===== src/rtl/dmc_pkg.sv =====
// dmc_pkg: shared types, codes and mixing arithmetic for the drive mode controller
package dmc_pkg;

   localparam int unsigned PERIOD_W = 16;
   localparam int unsigned PCT_W    = 7;
   localparam int unsigned MODE_W   = 3;
   localparam int unsigned CMD_W    = 4;

   localparam logic [PERIOD_W-1:0] PERIOD_RESET = 16'd9999;

   // operand width of the shared multiplier
   localparam int unsigned MUL_W   = 24;
   localparam int unsigned PROD1_W = 23;
   // x / 100 == (x * RECIP_100) >> RECIP_SHIFT, exact for x < 2**23
   localparam int unsigned           RECIP_SHIFT = 30;
   localparam logic [MUL_W-1:0]      RECIP_100   = 24'd10737419;

   localparam logic [PCT_W-1:0] DUTY_OFF          = 7'd75;
   localparam logic [PCT_W-1:0] HOPPER_OPEN_PCT   = 7'd95;
   localparam logic [PCT_W-1:0] HOPPER_CLOSED_PCT = 7'd40;
   localparam logic [PCT_W-1:0] IND_PAIRED_PCT    = 7'd40;
   localparam logic [PCT_W-1:0] IND_UNPAIRED_PCT  = 7'd80;

   localparam logic [7:0] NEUTRAL_BYTE = 8'd127;

   localparam logic [MODE_W-1:0] MODE_INIT    = 3'd0;
   localparam logic [MODE_W-1:0] MODE_PAIRING = 3'd1;
   localparam logic [MODE_W-1:0] MODE_IDLE    = 3'd2;
   localparam logic [MODE_W-1:0] MODE_DRIVING = 3'd3;
   localparam logic [MODE_W-1:0] MODE_NOPOWER = 3'd4;

   localparam logic [CMD_W-1:0] EV_INIT     = 4'd0;
   localparam logic [CMD_W-1:0] EV_PAIRED   = 4'd1;
   localparam logic [CMD_W-1:0] EV_IDLE     = 4'd2;
   localparam logic [CMD_W-1:0] EV_COMMAND  = 4'd3;
   localparam logic [CMD_W-1:0] EV_UNPAIRED = 4'd4;
   localparam logic [CMD_W-1:0] EV_CHARGE   = 4'd5;
   localparam logic [CMD_W-1:0] EV_DUMP     = 4'd6;
   localparam logic [CMD_W-1:0] EV_NOPOWER  = 4'd7;

   typedef struct packed {
      logic [MODE_W-1:0] mode;
      logic [PCT_W-1:0]  left_duty;
      logic [PCT_W-1:0]  right_duty;
      logic              hopper_open;
      logic              paired_mark;
   } dmc_state_type;

   typedef struct packed {
      logic [PCT_W-1:0] left_duty;
      logic [PCT_W-1:0] right_duty;
   } dmc_duty_type;

   // duty = 75 + floor(4*q/5), q = trunc(30*(s-127)/255)
   function automatic logic [PCT_W-1:0] side_duty(input logic [7:0] s);
      logic        neg;
      logic [7:0]  mag;
      logic [11:0] x;
      logic [11:0] xq;
      logic [3:0]  q;
      logic [5:0]  num;
      logic [9:0]  prod;
      logic [3:0]  f;
      neg  = (s < NEUTRAL_BYTE);
      mag  = neg ? (NEUTRAL_BYTE - s) : (s - NEUTRAL_BYTE);
      x    = 12'(mag) * 12'd30;
      // divide by 255, exact for every x here (up to 128*30)
      xq   = x + 12'd1 + (x >> 8);
      q    = xq[11:8];
      // floor of a negative quotient rounds the magnitude up
      num  = neg ? ({q, 2'b00} + 6'd4) : {q, 2'b00};
      prod = 10'(num) * 10'd13;
      f    = prod[9:6];
      return neg ? (DUTY_OFF - 7'(f)) : (DUTY_OFF + 7'(f));
   endfunction

   function automatic dmc_duty_type mix(input logic [7:0] v, input logic [7:0] w);
      logic signed [9:0] ls;
      logic signed [9:0] rs;
      logic [7:0]        lc;
      logic [7:0]        rc;
      dmc_duty_type      d;
      ls = $signed({2'b00, v}) + $signed({2'b00, w}) - 10'sd127;
      rs = $signed({2'b00, v}) - $signed({2'b00, w}) + 10'sd127;
      lc = (ls < 0) ? 8'd0 : ((ls > 10'sd255) ? 8'd255 : ls[7:0]);
      rc = (rs < 0) ? 8'd0 : ((rs > 10'sd255) ? 8'd255 : rs[7:0]);
      if (v == NEUTRAL_BYTE && w == NEUTRAL_BYTE) begin
         d.left_duty  = DUTY_OFF;
         d.right_duty = DUTY_OFF;
      end else if (v >= NEUTRAL_BYTE) begin
         d.left_duty  = side_duty(lc);
         d.right_duty = side_duty(rc);
      end else begin
         d.left_duty  = side_duty(rc);
         d.right_duty = side_duty(lc);
      end
      return d;
   endfunction

endpackage


===== src/rtl/differential_drive_mode_controller.sv =====
// differential_drive_mode_controller: event sequencer with one shared multiplier for compares
// sequence: an accepted req word passes a state update, 4 compares x 2 passes through the shared
//   24x24 multiplier and an output load before rsp_tvalid; the load waits while rsp is stalled
// events: one at a time; a new req word is taken only in idle, after the last result is
//   loaded; a finished word waits in the rsp register while the next event is taken
// reset: synchronous, active high; mode init, duties 75, hopper closed, unpaired, period 9999
module differential_drive_mode_controller (
   input  logic                                clock,
   input  logic                                reset,
   input  logic                                req_tvalid,
   output logic                                req_tready,
   input  logic [23:0]                         req_tdata,  // velocity, omega, power_present, pad
   input  logic [dmc_pkg::CMD_W-1:0]           req_tuser,  // cmd
   output logic                                rsp_tvalid,
   input  logic                                rsp_tready,
   // left_compare, right_compare, hopper_compare, indicator_compare, mode, pad
   output logic [71:0]                         rsp_tdata,
   input  logic                                csr_valid,
   output logic                                csr_ready,
   input  logic [dmc_pkg::PERIOD_W-1:0]        csr_data
);
   import dmc_pkg::*;

   localparam logic [2:0] S_IDLE = 3'd0;
   localparam logic [2:0] S_UPD  = 3'd1;
   localparam logic [2:0] S_MUL1 = 3'd2;
   localparam logic [2:0] S_MUL2 = 3'd3;
   localparam logic [2:0] S_HOLD = 3'd4;

   logic [2:0]          state_ff, state_in;
   logic [1:0]          idx_ff, idx_in;
   logic [PERIOD_W-1:0] period_ff;
   logic [CMD_W-1:0]    cmd_ff;
   logic [7:0]          velocity_ff;
   logic [7:0]          omega_ff;
   logic                power_ff;
   logic [PROD1_W-1:0]  prod_ff;
   logic [PERIOD_W-1:0] cmp_ff [4];
   logic                rsp_valid_ff;
   logic [71:0]         rsp_data_ff;

   dmc_state_type       st;
   logic                upd;
   logic                req_accept;
   logic                load_rsp;
   logic [PCT_W-1:0]    pct;
   logic [MUL_W-1:0]    mul_a, mul_b;
   logic [2*MUL_W-1:0]  mul_p;

   assign req_accept = req_tvalid && req_tready;
   assign req_tready = (state_ff == S_IDLE);
   assign csr_ready  = 1'b1;
   assign upd        = (state_ff == S_UPD);
   assign load_rsp   = (state_ff == S_HOLD) && (!rsp_valid_ff || rsp_tready);

   dmc_mode_fsm u_fsm (
      .clock         (clock),
      .reset         (reset),
      .upd           (upd),
      .cmd           (cmd_ff),
      .velocity      (velocity_ff),
      .omega         (omega_ff),
      .power_present (power_ff),
      .st            (st)
   );

   always_comb begin
      case (idx_ff)
         2'd0:    pct = st.left_duty;
         2'd1:    pct = st.right_duty;
         2'd2:    pct = st.hopper_open ? HOPPER_OPEN_PCT : HOPPER_CLOSED_PCT;
         default: pct = st.paired_mark ? IND_PAIRED_PCT : IND_UNPAIRED_PCT;
      endcase
   end

   // first pass: period * percent; second pass: scale by the reciprocal of 100
   always_comb begin
      if (state_ff == S_MUL2) begin
         mul_a = MUL_W'(prod_ff);
         mul_b = RECIP_100;
      end else begin
         mul_a = MUL_W'(period_ff);
         mul_b = MUL_W'(pct);
      end
      mul_p = mul_a * mul_b;
   end

   always_comb begin
      state_in = state_ff;
      idx_in   = idx_ff;
      unique case (state_ff)
         S_IDLE: begin
            if (req_accept) state_in = S_UPD;
         end
         S_UPD: begin
            state_in = S_MUL1;
            idx_in   = 2'd0;
         end
         S_MUL1: begin
            state_in = S_MUL2;
         end
         S_MUL2: begin
            idx_in   = idx_ff + 2'd1;
            state_in = (idx_ff == 2'd3) ? S_HOLD : S_MUL1;
         end
         S_HOLD: begin
            if (load_rsp) state_in = S_IDLE;
         end
         default: begin
            state_in = S_IDLE;
         end
      endcase
   end

   always_ff @(posedge clock) begin
      if (reset) begin
         state_ff     <= S_IDLE;
         idx_ff       <= 2'd0;
         period_ff    <= PERIOD_RESET;
         rsp_valid_ff <= 1'b0;
      end else begin
         state_ff <= state_in;
         idx_ff   <= idx_in;
         if (csr_valid && csr_ready) period_ff <= csr_data;
         if (load_rsp) begin
            rsp_valid_ff <= 1'b1;
         end else if (rsp_tready) begin
            rsp_valid_ff <= 1'b0;
         end
      end
   end

   always_ff @(posedge clock) begin
      if (req_accept) begin
         cmd_ff      <= req_tuser;
         velocity_ff <= req_tdata[7:0];
         omega_ff    <= req_tdata[15:8];
         power_ff    <= req_tdata[16];
      end
      if (state_ff == S_MUL1) prod_ff <= mul_p[PROD1_W-1:0];
      if (state_ff == S_MUL2) cmp_ff[idx_ff] <= mul_p[RECIP_SHIFT+PERIOD_W-1:RECIP_SHIFT];
      if (load_rsp) begin
         rsp_data_ff <= {5'd0, st.mode, cmp_ff[3], cmp_ff[2], cmp_ff[1], cmp_ff[0]};
      end
   end

   assign rsp_tvalid = rsp_valid_ff;
   assign rsp_tdata  = rsp_data_ff;

endmodule


===== src/rtl/dmc_mode_fsm.sv =====
// dmc_mode_fsm: five-mode controller state, duty percents, hopper and pairing marks
module dmc_mode_fsm (
   input  logic                          clock,
   input  logic                          reset,
   input  logic                          upd,
   input  logic [dmc_pkg::CMD_W-1:0]     cmd,
   input  logic [7:0]                    velocity,
   input  logic [7:0]                    omega,
   input  logic                          power_present,
   output dmc_pkg::dmc_state_type        st
);
   import dmc_pkg::*;

   dmc_state_type st_ff;
   dmc_state_type st_in;
   dmc_duty_type  mixed;

   assign mixed = mix(velocity, omega);

   always_comb begin
      st_in = st_ff;
      unique case (st_ff.mode)
         MODE_INIT: begin
            if (cmd == EV_INIT) st_in.mode = MODE_PAIRING;
         end
         MODE_PAIRING: begin
            st_in.paired_mark = 1'b0;
            st_in.left_duty   = DUTY_OFF;
            st_in.right_duty  = DUTY_OFF;
            if (cmd == EV_PAIRED) begin
               st_in.mode        = MODE_IDLE;
               st_in.paired_mark = 1'b1;
            end
         end
         MODE_IDLE: begin
            st_in.left_duty  = DUTY_OFF;
            st_in.right_duty = DUTY_OFF;
            if (cmd == EV_COMMAND) begin
               st_in.left_duty  = mixed.left_duty;
               st_in.right_duty = mixed.right_duty;
               st_in.mode       = MODE_DRIVING;
            end else if (cmd == EV_UNPAIRED) begin
               st_in.paired_mark = 1'b0;
               st_in.mode        = MODE_PAIRING;
            end
         end
         MODE_DRIVING: begin
            if (cmd == EV_IDLE || cmd == EV_CHARGE) begin
               st_in.left_duty  = DUTY_OFF;
               st_in.right_duty = DUTY_OFF;
               st_in.mode       = MODE_IDLE;
            end else if (cmd == EV_COMMAND) begin
               st_in.left_duty  = mixed.left_duty;
               st_in.right_duty = mixed.right_duty;
            end else if (cmd == EV_DUMP) begin
               if (power_present) st_in.hopper_open = ~st_ff.hopper_open;
            end else if (cmd == EV_NOPOWER) begin
               st_in.left_duty  = DUTY_OFF;
               st_in.right_duty = DUTY_OFF;
               st_in.mode       = MODE_NOPOWER;
            end else if (cmd == EV_UNPAIRED) begin
               st_in.left_duty   = DUTY_OFF;
               st_in.right_duty  = DUTY_OFF;
               st_in.paired_mark = 1'b0;
               st_in.mode        = MODE_PAIRING;
            end
         end
         MODE_NOPOWER: begin
            if (cmd == EV_UNPAIRED) begin
               st_in.left_duty   = DUTY_OFF;
               st_in.right_duty  = DUTY_OFF;
               st_in.paired_mark = 1'b0;
               st_in.mode        = MODE_PAIRING;
            end else if (cmd == EV_CHARGE) begin
               st_in.left_duty  = DUTY_OFF;
               st_in.right_duty = DUTY_OFF;
               st_in.mode       = MODE_IDLE;
            end
         end
         default: begin
            st_in = st_ff;
         end
      endcase
   end

   always_ff @(posedge clock) begin
      if (reset) begin
         st_ff.mode        <= MODE_INIT;
         st_ff.left_duty   <= DUTY_OFF;
         st_ff.right_duty  <= DUTY_OFF;
         st_ff.hopper_open <= 1'b0;
         st_ff.paired_mark <= 1'b0;
      end else if (upd) begin
         st_ff <= st_in;
      end
   end

   assign st = st_ff;

endmodule


===== config.mk =====
export PLATFORM = sky130hd
export DESIGN_NAME = differential_drive_mode_controller
export DESIGN_NICKNAME = d
export VERILOG_FILES = /design/src/rtl/dmc_pkg.sv /design/src/rtl/differential_drive_mode_controller.sv /design/src/rtl/dmc_mode_fsm.sv
export SDC_FILE = /design/constraint.sdc
export NUM_CORES = 1
export LEC_CHECK = 0
export ABC_CLOCK_PERIOD_IN_PS = 19120
export BUFFER_PORTS_ARGS = -buffer_cell sky130_fd_sc_hd__buf_2
export CORE_MARGIN = 2
export CORE_UTILIZATION = 44
export DETAILED_ROUTE_END_ITERATION = 10
export GPL_TIMING_DRIVEN = 0
export PLACE_DENSITY = 0.62
export SYNTH_ARGS = -nofsm -noshare
export SYNTH_HDL_FRONTEND = slang
export SYNTH_SLANG_ARGS = --single-unit

===== constraint.sdc =====
create_clock -name clock -period 19.12 [get_ports clock]
set_clock_uncertainty 0.2 [all_clocks]
set_input_delay 0.956 -clock clock [delete_from_list [all_inputs] [get_ports clock]]
set_output_delay 0.956 -clock clock [all_outputs]
set_load 0.05 [all_outputs]

After elaboration in Yosys (flattened, before gate mapping)
Memories as Yosys holds them, arrays and structs flattened. A register that Yosys moved wholly into a read port is not among the register bits.
Cells that the tools add are included.
Cells by class
  $add $sub $neg: 19
  multipliers: 5
  $lt $le $gt $ge: 7
  equal/unequal tests: 36
  muxes and demuxes: 49
  bitwise operators: 3
  reductions and logical operators: 19
Operator list (number)
  $mux 17: 6
  $mux 14: 4
  $pmux 14 s4: 1
  $mux 8: 6
  $mul 24x24->46: 1
  $pmux 3 s5: 2
  $mux 7: 4
  $add 12x1->12 const B: 2
  $add 12x4->12: 2
  $mux 24: 1
  $mux 3: 8
  $mux 23: 1
  $mul 8x4->11 const B: 2
  $pmux 7 s3: 1
  $gt 10x9->1 const B: 2
  $lt 10x1->1 const B: 2
  $mul 6x4->10 const B: 2
  $eq 4x3->1 const B: 4
  $eq 8x7->1 const B: 2
  $lt 8x7->1 const B: 2
  $sub 7x8->8 const A: 2
  $sub 8x7->8 const B: 2
  $add 7x4->7 const A: 2
  $sub 7x4->7 const A: 2
  41 further kinds: 75
Storage, ports and cells
  bits in registers: 152
  RAM bits: 64
  output and inout port bits: 75
  word-level logic and storage cells: 154
  memories kept: 1
Memory list
  cmp_ff: depth 4, bits a word 16, read ports 4, clocked after Yosys merged registers in 4, write ports 1, RTL line differential_drive_mode_controller.sv:38  | logic [PERIOD_W-1:0] cmp_ff [4];

Logic depth before layout (Yosys ltp)
  depth in word-level cells: 20
  gate-level depth with buffers: 58
  mapped depth without buffers: 56

By module
From an unflattened synthesis, not the netlist that was laid out.
Second synthesis, totals
  cell total of the unflattened synthesis: 2498
  area total of the unflattened synthesis: 24951.4 um2
By module, submodules not included
  differential_drive_mode_controller: instances 1, cells each 1762, area an instance 19388.6 um2, seq. area each 5695.5 um2
  dmc_mode_fsm: instances 1, cells each 736, area an instance 5562.8 um2, seq. area each 380.4 um2

Worst setup path after synthesis
Ideal clock, no wire load.
  kind: register -> register
  start point: reg velocity_ff[2]
  end point: reg u_fsm.st_ff, in the netlist u_fsm.st[5]
  arrival time: 11.231 ns
  setup slack: 7.615 ns
  cell stages (with the launch flop): 52
  path buffers: 1
  period minus slack after synthesis: 11.505 ns
  cells stage by stage: edfxtp_1 -> ha_1 -> inv_1 -> ha_1 -> a21o_1 -> a21oi_1 -> nor2b_1 -> o31a_1 -> o21ai_0 -> a21oi_1 -> a31o_2 -> a21oi_1 -> inv_1 -> ha_1 -> a32oi_1 -> clkbuf_1 -> nor2_1 -> xor2_1 -> [... 16 more ...] -> ha_1 -> mux2_2 -> ha_1 -> ha_1 -> nor2b_1 -> nand4_1 -> o21a_1 -> fa_1 -> inv_1 -> a21o_1 -> a21oi_1 -> xor2_1 -> inv_1 -> ha_1 -> nand2b_1 -> o311ai_1 -> o22ai_1 -> a31oi_1
Between the ends
  cells in the longest elaborated chain, start to end: 20
Ends and longest elaborated chain
  start, declared: RTL line differential_drive_mode_controller.sv:34  | logic [7:0] velocity_ff;
  start signal, assigned: RTL line differential_drive_mode_controller.sv:136  | velocity_ff <= req_tdata[7:0];
  $add 8x8->9 or $sub 8x8->9 (tied branches): RTL line dmc_pkg.sv:83, dmc_pkg.sv:84
  $sub 9x7->10 or $add 9x8->10 (tied branches): RTL line dmc_pkg.sv:83, dmc_pkg.sv:84
  $gt 10x9->1, on equally long branches: RTL line dmc_pkg.sv:85, dmc_pkg.sv:86
  $mux 8, on equally long branches (2 in series): RTL line dmc_pkg.sv:85, dmc_pkg.sv:86
  $sub 8x7->8 (tied with other cells): RTL line dmc_pkg.sv:65  | mag = neg ? (NEUTRAL_BYTE - s) : (s - NEUTRAL_BYTE);
  $mux 8: RTL line dmc_pkg.sv:65
  $mul 8x4->11: RTL line dmc_pkg.sv:66  | x = 12'(mag) * 12'd30;
  $add 12x1->12: RTL line dmc_pkg.sv:68  | xq = x + 12'd1 + (x >> 8);
  [... 3 more ...]
  $mul 6x4->10: RTL line dmc_pkg.sv:72  | prod = 10'(num) * 10'd13;
  $add 7x4->7 or $sub 7x4->7 (tied branches): RTL line dmc_pkg.sv:74  | return neg ? (DUTY_OFF - 7'(f)) : (DUTY_OFF + 7'(f));
  $mux 7: RTL line dmc_pkg.sv:74
  $mux 14: RTL line dmc_pkg.sv:90  | end else if (v >= NEUTRAL_BYTE) begin
  $mux 14 (*): RTL line dmc_pkg.sv:87  | if (v == NEUTRAL_BYTE && w == NEUTRAL_BYTE) begin
  $mux 14: RTL line dmc_mode_fsm.sv:52  | end else if (cmd == EV_COMMAND) begin
  $mux 17: RTL line dmc_mode_fsm.sv:48  | if (cmd == EV_IDLE || cmd == EV_CHARGE) begin
  $pmux 14 s4 (*): RTL line dmc_mode_fsm.sv:22  | unique case (st_ff.mode)
  end signal, assigned: RTL line dmc_mode_fsm.sv:94  | st_ff <= st_in;
  end, declared: RTL line dmc_mode_fsm.sv:14  | dmc_state_type st_ff;
Mark *: on every way between the ends. The rest lies on a longest branch, timed or not.
A chain may end at the register's enable or synchronous reset.

Final worst setup path
Ends and elaborated chain as after synthesis.

==> results.yml <==
sta:
  maxSlewViolCount: 0
  rsz0062_at_grt: "no"
  slew_headroom_pct: 23.2
  timing.fmax_mhz: 74.7
  fin_tns_setup_ps: 0
  finalCritPeriodShare_pct: 70.0
  worst_pin_slew_ps: 1150
  hold_violations: 0
  setup-violations-final: 0
  fin_crit_ps: 13380
floorplan:
  dieWidth_um: 239
  die_area_um2: 57200
  rows: 86
  core-area_um2: 54900
  chipHeight_um: 239
  num_io_pins: 124
  start_util_pct: 44.3
global_route:
  gr-total-overflow: 0
  grt_pass1_vias: 17800
  antenna_found_initial: 0
  grt_pass1_wl_um: 94800
  grt_max_degree: 39
  track_usage_pct: 21.3
setup_path:
  crit_top_cell: "ha_1"
  worst_ep_required_time_ps: 19410
  end_kind: "register"
  r2r_slack_ps: 5740
  critPathMaxStageDelay_ps: 660
  critPathKind: "register to register"
  cp.arrival_ps: 13680
  start_kind: "register"
  cp_slowest_cell: "a32oi_1"
  path_max_fanout: 10
synth:
  synth.top_cells.by_area: "fa_1, edfxtp_1, ha_1"
  synth_cell_types: 100
  synth_top_family_by_area: "adder cells"
  synth_area_um2: 24300
  synth_compound_area_share_pct: 10.3
  synth_top_area_share_pct: 25.5
  synth_largest_area_cell: "fa_1"
  synth_fa_ha_area_share_pct: 42.4
  synth_edf_count: 175
  synthCells: 2345
  synth_ff_type: "edfxtp_1"
  synthArstFlopShare_pct: 0
  synth-xor-area-share_pct: 3.37
  seq_area_frac_synth_pct: 25.0
  muxShareOfSynthArea_pct: 0.684
  syn_area_per_cell_um2: 10.4
  ys_ff_latch: 216
  synth-simple-area-share_pct: 9.76
  synth_warnings: 0
clocking:
  htreeDepth: 1
  cts_hold_buf: 0
  cts-root-buf: "clkbuf_16"
  cts_buffers: 25
  cts.sinks: 216
  ctsLongestPathBuffers: 3
  cts.clk_slew.worst_paths_ps: 60
  clock_latency_ps: 560
  cts_tree: "built"
  cts_resized: 0
  post-cts-setup-buffers: 0
route:
  ant_nets: 0
  wl_per_cell_um: 18.0
  routed_via_density: 5.20
  wirelength_um: 58300
  via_count: 16800
  drt_first_iter_violations: 923
  drt_drc_violations_left: 0
  dr.pass1.iters: 6
layout:
  mostFrequentLayoutCell: "inv_1"
  insertedDiodeCount: 0
  nNetsFinal: 3205
  final_cell_mix: "inv_1, ha_1, fa_1"
  drive_gt1_share_pct: 8.55
  nFillCells: 5050
  areaGrowthSynthToFinish_pct: 10.3
place:
  place.gp.congestion: 0.919
  port_buffers: 110
  place_hpwl_um: 49000
run:
  maxCapViolCount: 0
run_status:
  status: "finished clean"
min_path:
  worst_hold_path_type: "register to register"
per-layer routing:
layer	global-route usage (%)	part of all wire [%]	vias to the layer above
li1	-	-	8043
met1	28.6	45	8322
met2	35.9	47	384
met3	2.55	4.3	88
met4	6.70	3.3	0
met5	0	0	-
logic make-up (layout without fill, tap and decap cells):
family	after synthesis	count (layout)
adders and majority gates	639	639
muxes	16	16
other	2	34
AOI/OAI and AO/OA	350	350
xor gates and xnor gates	92	92
and+or+nand+nor	500	500
buffers and inverters	530	690
DFF	216	216
registers in the layout, indices dropped and copies added (netlist names), 4 cells and up:
name,flops
u_fsm.st,19
cmp_ff,64
cmd_ff,4
prod_ff,23
velocity_ff,8
rsp_tdata,67
period_ff,16
omega_ff,8
per-stage QoR:
stage	cells	util, %	instance area [um2]	setup WS [ps]	hold slack, ps
after floorplan	2377	-	24400	7620	200
after global placement	3191	47.1	25900	6130	203
after detailed placement	3195	47.3	26000	5680	205
after CTS	3241	48.9	26800	5640	216
after global routing	3241	48.9	26800	4560	221
final	3241	48.9	26800	5740	213
worst paths after layout:
kind / from / endpoint / cells after the start
worst max-delay path: velocity_ff[2] / u_fsm.st[5] / 51
worst min-delay path: cmp_ff[1][13] / rsp_tdata[29] / 0
worst max register to register: velocity_ff[2] / u_fsm.st[5] / 51
worst min register to register: cmp_ff[1][13] / rsp_tdata[29] / 0
cell type report:
type | count | area (um2) | area share, %
multi-input combinational | 1631 | 16300 | 60.9
sequential | 216 | 6080 | 22.6
inverter | 484 | 1820 | 6.79
tap | 704 | 881 | 3.28
clock buffer | 29 | 662 | 2.47
timing repair buffer | 114 | 624 | 2.33
clock inverter | 17 | 215 | 0.802
buffer | 46 | 215 | 0.802
cells in the mapped netlist, drive strengths merged (13+ instances only):
master,instances
nand4,14
nand2b,24
o21a,18
a21oi,96
inv,484
xnor2,57
xor2,34
nand2,157
buf,13
nor2,149
mux2i,14
a31oi,15
ha,328
nand3,24
nor2b,33
and3,29
o21ai,50
clkbuf,33
a21o,51
nor3,21
fa,310
edfxtp,175
dfxtp,41
a211oi,14
worst max-delay path, delay by kind of cell, from the launching register on:
family          cells  cell delay, ps
buf+inv             5             850
mux                 1             280
xor+xnor            2             500
compound gates     21            5240
simple gates       10            1520
flops               1             440
fa+ha+maj          12            4260
Power is left out: the tool's default activity adds up to more than one toggle a clock period on the data nets, which glitch-free logic cannot reach.
